--- src/rtl/nvrp_pkg.sv ---
// shared constants and helpers for the name/value record parser
package nvrp_pkg;

	localparam int NAME_DEPTH_DEF  = 16;
	localparam int FRAC_DIGITS_DEF = 8;

	localparam int CHAR_W  = 8;
	localparam int INT_W   = 32;
	localparam int QFRAC_W = 24;
	localparam int VALUE_W = INT_W + QFRAC_W;

	localparam logic [CHAR_W-1:0] CH_SLASH = 8'h2f;
	localparam logic [CHAR_W-1:0] CH_COLON = 8'h3a;
	localparam logic [CHAR_W-1:0] CH_LF    = 8'h0a;
	localparam logic [CHAR_W-1:0] CH_POINT = 8'h2e;
	localparam logic [CHAR_W-1:0] CH_ZERO  = 8'h30;
	localparam logic [CHAR_W-1:0] CH_NINE  = 8'h39;

	// powers of ten up to the largest fraction digit count
	function automatic logic [31:0] pow10(input logic [3:0] n);
		logic [31:0] p;
		case (n)
			4'd0: p = 32'd1;
			4'd1: p = 32'd10;
			4'd2: p = 32'd100;
			4'd3: p = 32'd1000;
			4'd4: p = 32'd10000;
			4'd5: p = 32'd100000;
			4'd6: p = 32'd1000000;
			4'd7: p = 32'd10000000;
			4'd8: p = 32'd100000000;
			default: p = 32'd1;
		endcase
		return p;
	endfunction

endpackage

--- src/rtl/name_value_record_parser_core.sv ---
// top level of the name/value record parser
//
// usage: one text byte enters per beat on text_valid/text_ready and is parsed
// as records of the form /name:value: . name characters go into a small
// synchronous ram, value digits are folded into an integer and a decimal
// fraction as they arrive. a byte that does not end a record leaves
// text_ready high, so ordinary bytes stream at one per cycle.
// the closing colon of a value starts the record end: a bit-serial divider
// turns the decimal fraction into 24 fraction bits, then the name is read
// back from the ram one character per beat (read, then load the output
// register), and an empty name still gives one beat. text_ready is low
// during the whole record end. the last beat of the run carries the value,
// the real flag, the truncation flag and last.
// results leave through a single output register on result_valid/
// result_ready; a stalled receiver holds the run where it is, and the next
// byte is taken while the final beat still waits in the register.
// reset puts the parser in idle mode, waiting for a slash, with an empty
// record; the name ram is not cleared since only written entries are read.
module name_value_record_parser_core #(
	parameter int NAME_DEPTH  = nvrp_pkg::NAME_DEPTH_DEF,
	parameter int FRAC_DIGITS = nvrp_pkg::FRAC_DIGITS_DEF
) (
	input  logic                         clk,
	input  logic                         arst_n,
	input  logic                         text_valid,
	output logic                         text_ready,
	input  logic [nvrp_pkg::CHAR_W-1:0]  text_byte,
	output logic                         result_valid,
	input  logic                         result_ready,
	output logic [nvrp_pkg::CHAR_W-1:0]  name_char,
	output logic                         name_char_valid,
	output logic [nvrp_pkg::VALUE_W-1:0] parsed_value,
	output logic                         is_real,
	output logic                         name_truncated,
	output logic                         last
);

	localparam int AW     = (NAME_DEPTH > 1) ? $clog2(NAME_DEPTH) : 1;
	localparam int LW     = $clog2(NAME_DEPTH + 1);
	localparam int DIV_W  = $clog2(nvrp_pkg::pow10(4'(FRAC_DIGITS)) + 1);
	localparam int FRAC_W = $clog2(nvrp_pkg::pow10(4'(FRAC_DIGITS)));
	localparam int FCW    = $clog2(FRAC_DIGITS + 1);
	localparam int INT_W  = nvrp_pkg::INT_W;
	localparam int QW     = nvrp_pkg::QFRAC_W;
	localparam int CW     = nvrp_pkg::CHAR_W;

	typedef enum logic [1:0] {
		MODE_IDLE,
		MODE_NAME,
		MODE_VALUE
	} mode_t;

	typedef enum logic [1:0] {
		ST_IN,
		ST_DIV,
		ST_RD,
		ST_WR
	} state_t;

	state_t            state_q;
	mode_t             mode_q;
	logic [LW-1:0]     name_len_q;
	logic              ovf_q;
	logic [INT_W-1:0]  int_q;
	logic [FRAC_W-1:0] frac_q;
	logic [FCW-1:0]    fdig_q;
	logic              point_q;
	logic [LW-1:0]     rd_idx_q;
	logic [QW-1:0]     qfrac_q;

	logic              out_valid_q;
	logic [CW-1:0]     out_char_q;
	logic              out_cvalid_q;
	logic [nvrp_pkg::VALUE_W-1:0] out_value_q;
	logic              out_real_q;
	logic              out_trunc_q;
	logic              out_last_q;

	logic              in_fire;
	logic              is_digit;
	logic [3:0]        digit;
	logic              name_wr;
	logic              rec_end;
	logic              load_ok;
	logic              run_last;
	logic [CW-1:0]     ram_rdata;
	logic              div_done;
	logic [QW-1:0]     div_quo;
	logic [DIV_W-1:0]  div_dsr;
	logic [INT_W-1:0]  int_next;
	logic [FRAC_W+3:0] frac_next;
	logic [nvrp_pkg::VALUE_W-1:0] rec_value;

	assign text_ready = (state_q == ST_IN);
	assign in_fire    = text_valid && text_ready;
	assign is_digit   = (text_byte >= nvrp_pkg::CH_ZERO) && (text_byte <= nvrp_pkg::CH_NINE);
	// '0'..'9' carry the digit in the low nibble
	assign digit      = text_byte[3:0];

	// name characters past capacity are dropped
	assign name_wr = in_fire && (mode_q == MODE_NAME)
		&& (text_byte != nvrp_pkg::CH_SLASH) && (text_byte != nvrp_pkg::CH_COLON)
		&& (text_byte != nvrp_pkg::CH_LF) && (name_len_q < LW'(NAME_DEPTH));
	assign rec_end = in_fire && (mode_q == MODE_VALUE) && (text_byte == nvrp_pkg::CH_COLON);

	// times ten as two shifts and an add, wrapping at 32 bits
	assign int_next  = (int_q << 3) + (int_q << 1) + INT_W'(digit);
	assign frac_next = ((FRAC_W + 4)'(frac_q) << 3) + ((FRAC_W + 4)'(frac_q) << 1)
		+ (FRAC_W + 4)'(digit);

	assign div_dsr = DIV_W'(nvrp_pkg::pow10(4'(fdig_q)));

	// integer sits in the low bits, or above the 24 fraction bits once a point was seen
	assign rec_value = point_q ? {int_q, qfrac_q}
		: {{(nvrp_pkg::VALUE_W - INT_W){1'b0}}, int_q};

	assign load_ok  = !out_valid_q || result_ready;
	assign run_last = (name_len_q == '0) || (rd_idx_q + LW'(1) == name_len_q);

	nvrp_ram #(
		.WIDTH (CW),
		.DEPTH (NAME_DEPTH)
	) u_name_ram (
		.clk   (clk),
		.we    (name_wr),
		.waddr (name_len_q[AW-1:0]),
		.wdata (text_byte),
		.raddr (rd_idx_q[AW-1:0]),
		.rdata (ram_rdata)
	);

	nvrp_frac_div #(
		.DIV_W (DIV_W),
		.Q_W   (QW)
	) u_frac_div (
		.clk      (clk),
		.arst_n   (arst_n),
		.start    (rec_end),
		.dividend (DIV_W'(frac_q)),
		.divisor  (div_dsr),
		.done     (div_done),
		.quotient (div_quo)
	);

	always_ff @(posedge clk or negedge arst_n) begin
		if (!arst_n) begin
			state_q      <= ST_IN;
			mode_q       <= MODE_IDLE;
			name_len_q   <= '0;
			ovf_q        <= 1'b0;
			int_q        <= '0;
			frac_q       <= '0;
			fdig_q       <= '0;
			point_q      <= 1'b0;
			rd_idx_q     <= '0;
			qfrac_q      <= '0;
			out_valid_q  <= 1'b0;
			out_char_q   <= '0;
			out_cvalid_q <= 1'b0;
			out_value_q  <= '0;
			out_real_q   <= 1'b0;
			out_trunc_q  <= 1'b0;
			out_last_q   <= 1'b0;
		end else begin
			// a beat is loaded, or the waiting one stays until taken
			out_valid_q <= ((state_q == ST_WR) && load_ok) || (out_valid_q && !result_ready);
			case (state_q)
				ST_IN: begin
					if (in_fire) begin
						if (text_byte == nvrp_pkg::CH_SLASH) begin
							mode_q <= MODE_NAME;
						end else if (text_byte == nvrp_pkg::CH_COLON) begin
							if (mode_q == MODE_VALUE) begin
								state_q <= ST_DIV;
							end else if (mode_q == MODE_NAME) begin
								mode_q <= MODE_VALUE;
							end
						end else if (text_byte == nvrp_pkg::CH_LF) begin
							mode_q <= MODE_IDLE;
						end else if (mode_q == MODE_NAME) begin
							if (name_wr) begin
								name_len_q <= name_len_q + 1'b1;
							end else begin
								ovf_q <= 1'b1;
							end
						end else if (mode_q == MODE_VALUE) begin
							if (text_byte == nvrp_pkg::CH_POINT) begin
								point_q <= 1'b1;
							end else if (is_digit) begin
								if (!point_q) begin
									int_q <= int_next;
								end else if (fdig_q < FCW'(FRAC_DIGITS)) begin
									frac_q <= frac_next[FRAC_W-1:0];
									fdig_q <= fdig_q + 1'b1;
								end
							end
						end
					end
				end
				ST_DIV: begin
					if (div_done) begin
						qfrac_q  <= div_quo;
						rd_idx_q <= '0;
						state_q  <= ST_RD;
					end
				end
				ST_RD: begin
					// ram read issued this cycle, data arrives next
					state_q <= ST_WR;
				end
				ST_WR: begin
					if (load_ok) begin
						// output payload, loaded with each beat of the run
						out_char_q   <= (name_len_q == '0) ? '0 : ram_rdata;
						out_cvalid_q <= (name_len_q != '0);
						out_value_q  <= run_last ? rec_value : '0;
						out_real_q   <= run_last && point_q;
						out_trunc_q  <= run_last && ovf_q;
						out_last_q   <= run_last;
						if (run_last) begin
							mode_q     <= MODE_NAME;
							name_len_q <= '0;
							ovf_q      <= 1'b0;
							int_q      <= '0;
							frac_q     <= '0;
							fdig_q     <= '0;
							point_q    <= 1'b0;
							state_q    <= ST_IN;
						end else begin
							rd_idx_q <= rd_idx_q + 1'b1;
							state_q  <= ST_RD;
						end
					end
				end
				default: begin
					state_q <= ST_IN;
				end
			endcase
		end
	end

	assign result_valid    = out_valid_q;
	assign name_char       = out_char_q;
	assign name_char_valid = out_cvalid_q;
	assign parsed_value    = out_value_q;
	assign is_real         = out_real_q;
	assign name_truncated  = out_trunc_q;
	assign last            = out_last_q;

	// divider finishes only while the sequencer waits for it
	a_div_done_in_div: assert property (@(posedge clk) disable iff (!arst_n)
		div_done |-> (state_q == ST_DIV))
		else $error("divider done outside divide wait");

	// stored name never exceeds the ram
	a_len_bound: assert property (@(posedge clk) disable iff (!arst_n)
		name_len_q <= LW'(NAME_DEPTH))
		else $error("name length beyond ram depth");

	// a dropped character means the ram is full
	a_ovf_full: assert property (@(posedge clk) disable iff (!arst_n)
		ovf_q |-> (name_len_q == LW'(NAME_DEPTH)))
		else $error("overflow flagged with room left");

	// readback stays inside the written entries
	a_rd_in_range: assert property (@(posedge clk) disable iff (!arst_n)
		((state_q == ST_WR) && (name_len_q != '0)) |-> (rd_idx_q < name_len_q))
		else $error("name read beyond stored length");

	// final beat of a run clears the record and reopens the input
	a_run_end: assert property (@(posedge clk) disable iff (!arst_n)
		((state_q == ST_WR) && load_ok && run_last)
		|=> ((state_q == ST_IN) && (name_len_q == '0) && out_valid_q && out_last_q))
		else $error("record not closed after last beat");

endmodule

--- src/rtl/nvrp_ram.sv ---
// generic simple dual-port ram with registered read
module nvrp_ram #(
	parameter int WIDTH = 8,
	parameter int DEPTH = 16,
	localparam int AW = (DEPTH > 1) ? $clog2(DEPTH) : 1
) (
	input  logic             clk,
	input  logic             we,
	input  logic [AW-1:0]    waddr,
	input  logic [WIDTH-1:0] wdata,
	input  logic [AW-1:0]    raddr,
	output logic [WIDTH-1:0] rdata
);

	logic [WIDTH-1:0] mem [DEPTH];
	logic [WIDTH-1:0] rdata_q;

	always_ff @(posedge clk) begin
		if (we) begin
			mem[waddr] <= wdata;
		end
		rdata_q <= mem[raddr];
	end

	assign rdata = rdata_q;

endmodule

--- src/rtl/nvrp_frac_div.sv ---
// restoring divider, one quotient bit per cycle, for the fixed point fraction
module nvrp_frac_div #(
	parameter int DIV_W = 27,
	parameter int Q_W   = 24
) (
	input  logic             clk,
	input  logic             arst_n,
	input  logic             start,
	input  logic [DIV_W-1:0] dividend,
	input  logic [DIV_W-1:0] divisor,
	output logic             done,
	output logic [Q_W-1:0]   quotient
);

	localparam int RW = DIV_W + 1;
	localparam int CW = $clog2(Q_W + 1);

	logic [RW-1:0]    rem_q;
	logic [DIV_W-1:0] dsr_q;
	logic [Q_W-1:0]   quo_q;
	logic [CW-1:0]    cnt_q;
	logic             done_q;
	logic [RW-1:0]    shifted;
	logic             fits;

	assign shifted = {rem_q[RW-2:0], 1'b0};
	assign fits    = (shifted >= {1'b0, dsr_q});

	always_ff @(posedge clk or negedge arst_n) begin
		if (!arst_n) begin
			cnt_q  <= '0;
			done_q <= 1'b0;
		end else begin
			done_q <= 1'b0;
			if (start) begin
				cnt_q <= CW'(Q_W);
			end else if (cnt_q != '0) begin
				cnt_q <= cnt_q - 1'b1;
				if (cnt_q == CW'(1)) begin
					done_q <= 1'b1;
				end
			end
		end
	end

	always_ff @(posedge clk) begin
		if (start) begin
			rem_q <= {1'b0, dividend};
			dsr_q <= divisor;
			quo_q <= '0;
		end else if (cnt_q != '0) begin
			rem_q <= fits ? (shifted - {1'b0, dsr_q}) : shifted;
			quo_q <= {quo_q[Q_W-2:0], fits};
		end
	end

	assign done     = done_q;
	assign quotient = quo_q;

endmodule
--- config.mk ---
export PLATFORM = sky130hd
export DESIGN_NAME = name_value_record_parser_core
export DESIGN_NICKNAME = d
export VERILOG_FILES = /design/src/rtl/nvrp_pkg.sv /design/src/rtl/name_value_record_parser_core.sv /design/src/rtl/nvrp_ram.sv /design/src/rtl/nvrp_frac_div.sv
export SDC_FILE = /design/constraint.sdc
export NUM_CORES = 1
export LEC_CHECK = 0
export BUFFER_PORTS_ARGS = -buffer_cell sky130_fd_sc_hd__buf_2
export CAP_MARGIN = 20
export CORE_MARGIN = 4
export CORE_UTILIZATION = 57
export CTS_CLUSTER_DIAMETER = 60
export DETAILED_ROUTE_END_ITERATION = 10
export PLACE_DENSITY = 0.82
export SYNTH_ARGS = -nofsm -noshare
export SYNTH_HDL_FRONTEND = slang
export SYNTH_SLANG_ARGS = --single-unit
--- constraint.sdc ---
create_clock -name clk -period 4.11 [get_ports clk]
set_input_delay 0.6165 -clock clk [delete_from_list [all_inputs] [get_ports clk]]
set_output_delay 0.6165 -clock clk [all_outputs]
set_load 0.05 [all_outputs]
==> summary.md, run 1 <==
| Metric | Value |
|---|---|
| Placed insts | `between 2000 and 2500` |
| Peak VDD IR | `604.7 µV` |
| PD cells | `roughly 840 nW/µm²` |
| DRT iter0 DRCs | `about 1200` |
| DRT antenna net count | `0` |
| Cells after Synth | `1740` |
| Worst Skew | `~37 ps` |
| Largest net degree at the start of global routing | `100` |
| Critical path type | `flop to flop` |
| First-pass GRT wire length | `about 74000 µm` |
| Fill cells | `roughly 2500` |
| Die ar. | `38380 µm²` |
| Post-synth top area cell | `edfxtp_1` |
| CP Data Arrival Time | `3870 ps` |
| Initial antenna violation count | `0` |
| Die width | `between 150 and 200 µm` |
| Sink Count | `~390` |
| Sequential area share after synthesis | `between 50% and 60%` |
| CP max stage cell | `a32oi_4` |
| DR pass1 iterations | `5` |
| CP cell instances | `fa_1, nor2b_4, o31ai_4, a21oi_2, a2111oi_4, o31a_2, a32oi_4, buf_4, mux2i_1, a21oi_1` |
| Layout Cells excl Fill | `between 2000 and 2500` |
| Place WS | `between 60 and 70 ps` |
| Required @ worst endpoint | `approximately 4400 ps` |
| Worst setup SP type | `flop` |
| Gpl congestion | `between 0.9 and 1` |
| Hpwl dp | `between 30000 and 40000 µm` |
| Final TNS setup | `0 ps` |
| Status | `complete, no violations` |
| Post-synth EDFFs | `approximately 180` |
| Wire length on met1 | `18990 µm` |
| Drc violations | `0` |
| Async set-or-reset flop fraction in the synthesized netlist | `~46%` |
| Starting Density | `slightly below 60%` |
| Post-CTS Hold Buffers | `0` |
| Final Max Slew Viols | `0` |
| Main synth FF type | `dfrtp_1` |
| Clock latency on the worst-skew pair | `580 ps` |
| Final net count | `1977` |
| Detailed Route WL | `roughly 45000 µm` |
| Mean Syn Cell Area | `11.57 µm²` |
| Synth unique cells | `81` |
| Hold Fails Final Rpt | `0` |
| Layout area overhead | `11.48%` |
| # resized after CTS | `0` |
| IO Count | `82` |
| Synth top area share | `26.11%` |
| Total number of vias | `between 10000 and 15000` |
| Final WS setup | `519.4 ps` |
| Max-slew headroom | `around a third` |
| Post-layout min period | `3591 ps` |
| Warnings, synthesis | `0` |
| Clock-pin slew on the worst setup and hold paths | `roughly 60 ps` |
| Crit end category | `flop` |
| Unrepaired setup endpoints after global routing | `no` |
| Top cells by area, synth | `edfxtp_1 (26%), dfrtp_1 (22%), ha_1 (9.1%)` |
| DR top layer | `met4` |
| Routed length per instance | `19.51 µm` |
| Critical R2R Launch | `u_frac_div.dsr_q[0]$_DFFE_PP_` |
| CTS tree | `yes` |
| Share of cells above drive strength 1 | `a little over an eighth` |
| Worst slew pin tran | `about 1000 ps` |
| Hold/Removal Path Class | `input pin to async pin` |
| Syn Std Cell Area | `approximately 20000 µm²` |
| Core ar. | `34710 µm²` |
| Final core utilization | `~65%` |
| Setup crit start | `u_frac_div.dsr_q[0]$_DFFE_PP_` |
| Mapped Nets | `roughly 1900` |
| Total GRT Usage | `between 20% and 30%` |
| Antenna cells | `0` |
| P_leak | `approximately 10 nW` |
| Register bit total from synthesis | `385` |
| H-tree depth | `2` |
| Max Freq | `278.5 MHz` |
| CTS max path bufs | `3` |
| Root Driver | `clkbuf_16` |
| I/O Buffers | `81` |
| Routed wl met3 | `around 2500 µm` |
| Total CTS buffers | `40` |
| Hold Slack | `roughly 170 ps` |
| Commonest cells in the netlist | `nand2_1 (207), dfrtp_1 (178), edfxtp_1 (175)` |
| Worst-path maximum fanout | `26` |
| Setup bufs post-CTS | `0` |
| Rows | `just under 70` |
| Final setup violation count | `0` |
| Overflow after GRT | `0` |
| Largest stage delay on the critical path | `about 640 ps` |
| Max-Cap Viols | `0` |
| Fin crit share | `around 87%` |
| Vias in the first global route | `around 14000` |
| WL met2 | `approximately 22000 µm` |
| Via density | `6.093` |
| Most frequent cell after synthesis | `nand2_1` |
| Chip height | `~200 µm` |
-- layer usage --
metal,global-route usage [%],vias to the layer above
li1,-,6614
met4,6.646,0
met3,3.709,71
met5,0,-
met2,39.95,416
met1,31.61,6912
-- sequential cells by signal, summed over array words and instances (netlist names), 4 cells and up --
name	flops
name_char	8
parsed_value	56
int_q	32
fdig_q	4
qfrac_q	24
name_len_q	5
u_frac_div.cnt_q	5
u_frac_div.quotient	24
u_frac_div.dsr_q	20
u_frac_div.rem_q	27
frac_q	27
u_name_ram.rdata	8
rd_idx_q	5
u_name_ram.mem	128
-- placed cells by master, fill, tap and decap left out, types with 45 or more instances in the layout --
| cell | count |
|---|---|
| a21oi_1 | 108 |
| a22o_1 | 54 |
| buf_2 | 80 |
| dfrtp_1 | 176 |
| edfxtp_1 | 175 |
| ha_1 | 147 |
| inv_1 | 56 |
| mux2i_1 | 47 |
| nand2_1 | 206 |
| nor2_1 | 89 |
| o21ai_0 | 83 |
| o31ai_1 | 52 |
| xnor2_1 | 45 |
-- area by class of cell --
class	count	area [µm²]	share of cell area [%]
Sequential cell	385	10350	46.14
Multi-Input combinational cell	1223	9315	41.52
Clock buffer	55	1099	4.896
Timing Repair Buffer	104	609.3	2.716
Tap cell	455	569.3	2.537
Clock inverter	19	271.5	1.210
Inverter	59	221.5	0.9870
-- power breakdown --
part / internal, mW / switching [mW]
clock: 2.21 / 1.54
sequential: 5.20 / 0.976
combinational: 3.61 / 5.27
total: 11.0 / 7.79
-- cell families after synthesis --
family,after synthesis,synth area share (%)
AO/OA/AOI/OAI,433,14.69
XOR/XNOR,73,3.177
adder cells (fa/ha/maj),152,9.636
buffers and inverters,132,2.524
flip-flops,385,51.42
multiplexers,111,8.156
AND/OR/NAND/NOR,454,10.39
-- per-stage QoR --
| stage | power [mW] | instance area [µm²] |
|---|---|---|
| floorplan | 12.86 | 20130 |
| global placement | 14.65 | 21070 |
| detailed placement | 15.01 | 21070 |
| CTS | 18.82 | 22440 |
| global route | 20.15 | 22440 |
| finish | 18.81 | 22440 |
-- critical path, delay by kind of cell (launching register included) --
family / cells / cell delay [ps]
adders and majority gates: 1 / 500
buffers and inverters: 1 / 320
muxes: 1 / 260
AOI/OAI and AO/OA: 6 / 1560
DFF: 1 / 450
and+or+nand+nor: 1 / 180
-- path summary, 6_finish.rpt --
path / end / depth (start not counted) / slack [ps]
hold reg to reg: name_char[2]$_DFFE_PN0P_ / 1 / 450
max in group asynchronous: u_frac_div.cnt_q[3]$_DFFE_PN0P_ / 2 / 3020
hold / removal: int_q[21]$_DFFE_PN0P_ / 1 / 170
setup / recovery: u_frac_div.rem_q[12]$_DFFE_PP_ / 10 / 520
min in group clk: u_name_ram.mem[0][3]$_DFFE_PP_ / 1 / 380
setup reg to reg: u_frac_div.rem_q[12]$_DFFE_PP_ / 10 / 520
No activity file was read; power rests on OpenSTA's default activity.
==> run 2: changes to the inputs <==
==> constraint.sdc (replaced) <==
create_clock -name clk -period 3.9 [get_ports clk]
set_input_delay 0.585 -clock clk [delete_from_list [all_inputs] [get_ports clk]]
set_output_delay 0.585 -clock clk [all_outputs]
set_load 0.05 [all_outputs]
==> run 2 against run 1 <==
Net effect:
- the run now ends with hold timing left
- cell count rose by 0.35%
- utilization barely moved
- combinational power rose by 6.6%
- first-iteration DRC count fell by 4.2%
- design area barely moved
- wire length rose by 1.1%
- largest cell class unchanged
==> summary.md, run 2 (synthesis results as in run 1) <==
| Metric | Value |
|---|---|
| Status | `finished, violations left` |
| Failing checks | `hold timing` |
| Most flop-heavy register | `u_name_ram.mem` |
| Largest register FFs | `~130` |
| Area of the multi-input gates | `roughly 9300 µm²` |
| Detailed Route WL | `about 45000 µm` |
| Routed length per instance | `about 20 µm` |
| CP max stage cell | `fa_1` |
| Hold/Removal Path Class | `input pin to async pin` |
| Post-CTS Hold Buffers | `0` |
| Hpwl dp | `31100 µm` |
| CTS tree | `yes` |
| Share of cells above drive strength 1 | `roughly 14%` |
| Largest net degree at the start of global routing | `83` |
| Final core utilization | `roughly 65%` |
| Drc violations | `0` |
| Max-Cap Viols | `0` |
| Gpl congestion | `0.8865` |
| Final TNS setup | `0 ps` |
| Hold Fails Final Rpt | `4` |
| Unrepaired setup endpoints after global routing | `no` |
| Most frequent cells in the layout | `nand2_1 (206), dfrtp_1 (176), edfxtp_1 (175)` |
| Hold Slack | `-2.300 ps` |
| Worst-path maximum fanout | `5` |
| Clock latency on the worst-skew pair | `between 500 and 600 ps` |
| Post-layout min period | `3524 ps` |
| First-pass GRT wire length | `roughly 74000 µm` |
| Sink Count | `approximately 390` |
| Initial antenna violation count | `1` |
| Final setup violation count | `0` |
| Buf+Inv Stages, Crit Path | `2` |
| Final Max Slew Viols | `0` |
| Total CTS buffers | `41` |
| Total number of vias | `14060` |
| Die ar. | `roughly 38000 µm²` |
| DRT antenna net count | `0` |
| Starting Density | `57.98%` |
| Root Driver | `clkbuf_16` |
| Cell family with most CP delay | `compound AO/OA/AOI/OAI gates` |
| CP Data Arrival Time | `around 4000 ps` |
| I/O Buffers | `just over 80` |
| Overflow after GRT | `0` |
| Fin crit share | `90.35%` |
| Critical path type | `flop to flop` |
| Vias in the first global route | `between 10000 and 15000` |
| Required @ worst endpoint | `~4400 ps` |
| DRT iter0 DRCs | `roughly 1200` |
| CP cell instances | `inv_1, fa_1, inv_1, fa_1, a211oi_1, o21ai_0, o2111ai_1, a31oi_1, o21ai_0, a21o_1, a21oi_1, and2_1, o41ai_1` |
| PD cells | `~900 nW/µm²` |
| Max-slew headroom | `30.04%` |
| Worst slew pin tran | `~1000 ps` |
| # resized after CTS | `0` |
| DR pass1 iterations | `5` |
| Max Freq | `283.8 MHz` |
| Chip height | `about 200 µm` |
| Core ar. | `about 35000 µm²` |
| Crit end category | `flop` |
| Total GRT Usage | `between 20% and 30%` |
| Clock-pin slew on the worst setup and hold paths | `approximately 70 ps` |
| Setup bufs post-CTS | `0` |
| Worst setup SP type | `flop` |
| H-tree depth | `2` |
| Seq. cell area | `10350 µm²` |
| CTS max path bufs | `3` |
| IO Count | `just over 80` |
| Worst Skew | `37.39 ps` |
| Final net count | `1986` |
| Layout area overhead | `11.51%` |
| Antenna cells | `0` |
| Rows | `between 60 and 70` |
| Commonest non-fill, non-tap cell in the layout | `nand2_1` |
| Die width | `195.9 µm` |
| Largest stage delay on the critical path | `~490 ps` |
| Fill cells | `between 2000 and 3000` |
| Peak VDD IR | `between 700 and 800 µV` |
| Via density | `between 6 and 7` |
| P_leak | `9.807 nW` |
run 2: cell count changes in the layout (fill, tap and decap cells not counted), moves of 2 or more:
| cell | before | now |
|---|---|---|
| buf_4 | 21 | 29 |
| bufinv_16 | 5 | 0 |
| clkbuf_1 | 12 | 6 |
| clkbuf_8 | 2 | 5 |
| clkinv_1 | 3 | 5 |
| clkinv_4 | 0 | 3 |
run 2: metrics by stage:
step                      instance area, µm²  total power [mW]  worst slack [ps]  instances
after floorplan                        20130             13.55             460.3       1740
after global placement                 21130             15.49             145.0       2234
after detailed placement               21130             15.90            -89.88       2234
after CTS                              22440             19.74             354.8       2308
after global routing                   22440             21.12             134.9       2308
final                                  22440             19.72             376.2       2308
run 2: worst paths after layout:
path / slack, ps / startpoint / cells past startpoint / to
max in group asynchronous: 2990 / arst_n / 2 / frac_q[26]$_DFFE_PN0P_
setup / recovery: 380 / int_q[2]$_DFFE_PN0P_ / 13 / int_q[30]$_DFFE_PN0P_
min in group clk: 320 / text_byte[3] / 1 / u_name_ram.mem[1][3]$_DFFE_PP_
setup reg to reg: 380 / int_q[2]$_DFFE_PN0P_ / 13 / int_q[30]$_DFFE_PN0P_
hold reg to reg: 450 / u_name_ram.rdata[1]$_DFF_P_ / 1 / name_char[1]$_DFFE_PN0P_
hold / removal: -2 / arst_n / 1 / parsed_value[43]$_DFFE_PN0P_
run 2: layout make-up:
type                    instances  area share [%]
flip-flops and latches        385           46.13
multi-input cells            1223           41.51
clock buffers                  53           5.090
repair buffers                112           2.983
well taps                     455           2.537
inverters                      59          0.9868
clock inverters                21          0.7694
run 2: per-layer routing:
| metal | up-vias | share of wire (%) | GRT usage [%] |
|---|---|---|---|
| met5 | - | 0.015 | 0 |
| met4 | 2 | 2.9 | 7.603 |
| met3 | 101 | 6.2 | 3.950 |
| met2 | 428 | 49 | 39.95 |
| met1 | 6913 | 42 | 31.54 |
| li1 | 6620 | - | - |
run 2: where the power goes:
part           total (mW)  leakage, nW  internal, mW  switching, mW
logic                9.48         4.98          3.85           5.62
clock network        3.76        0.642          2.10           1.66
registers            6.49         4.19          5.48           1.01
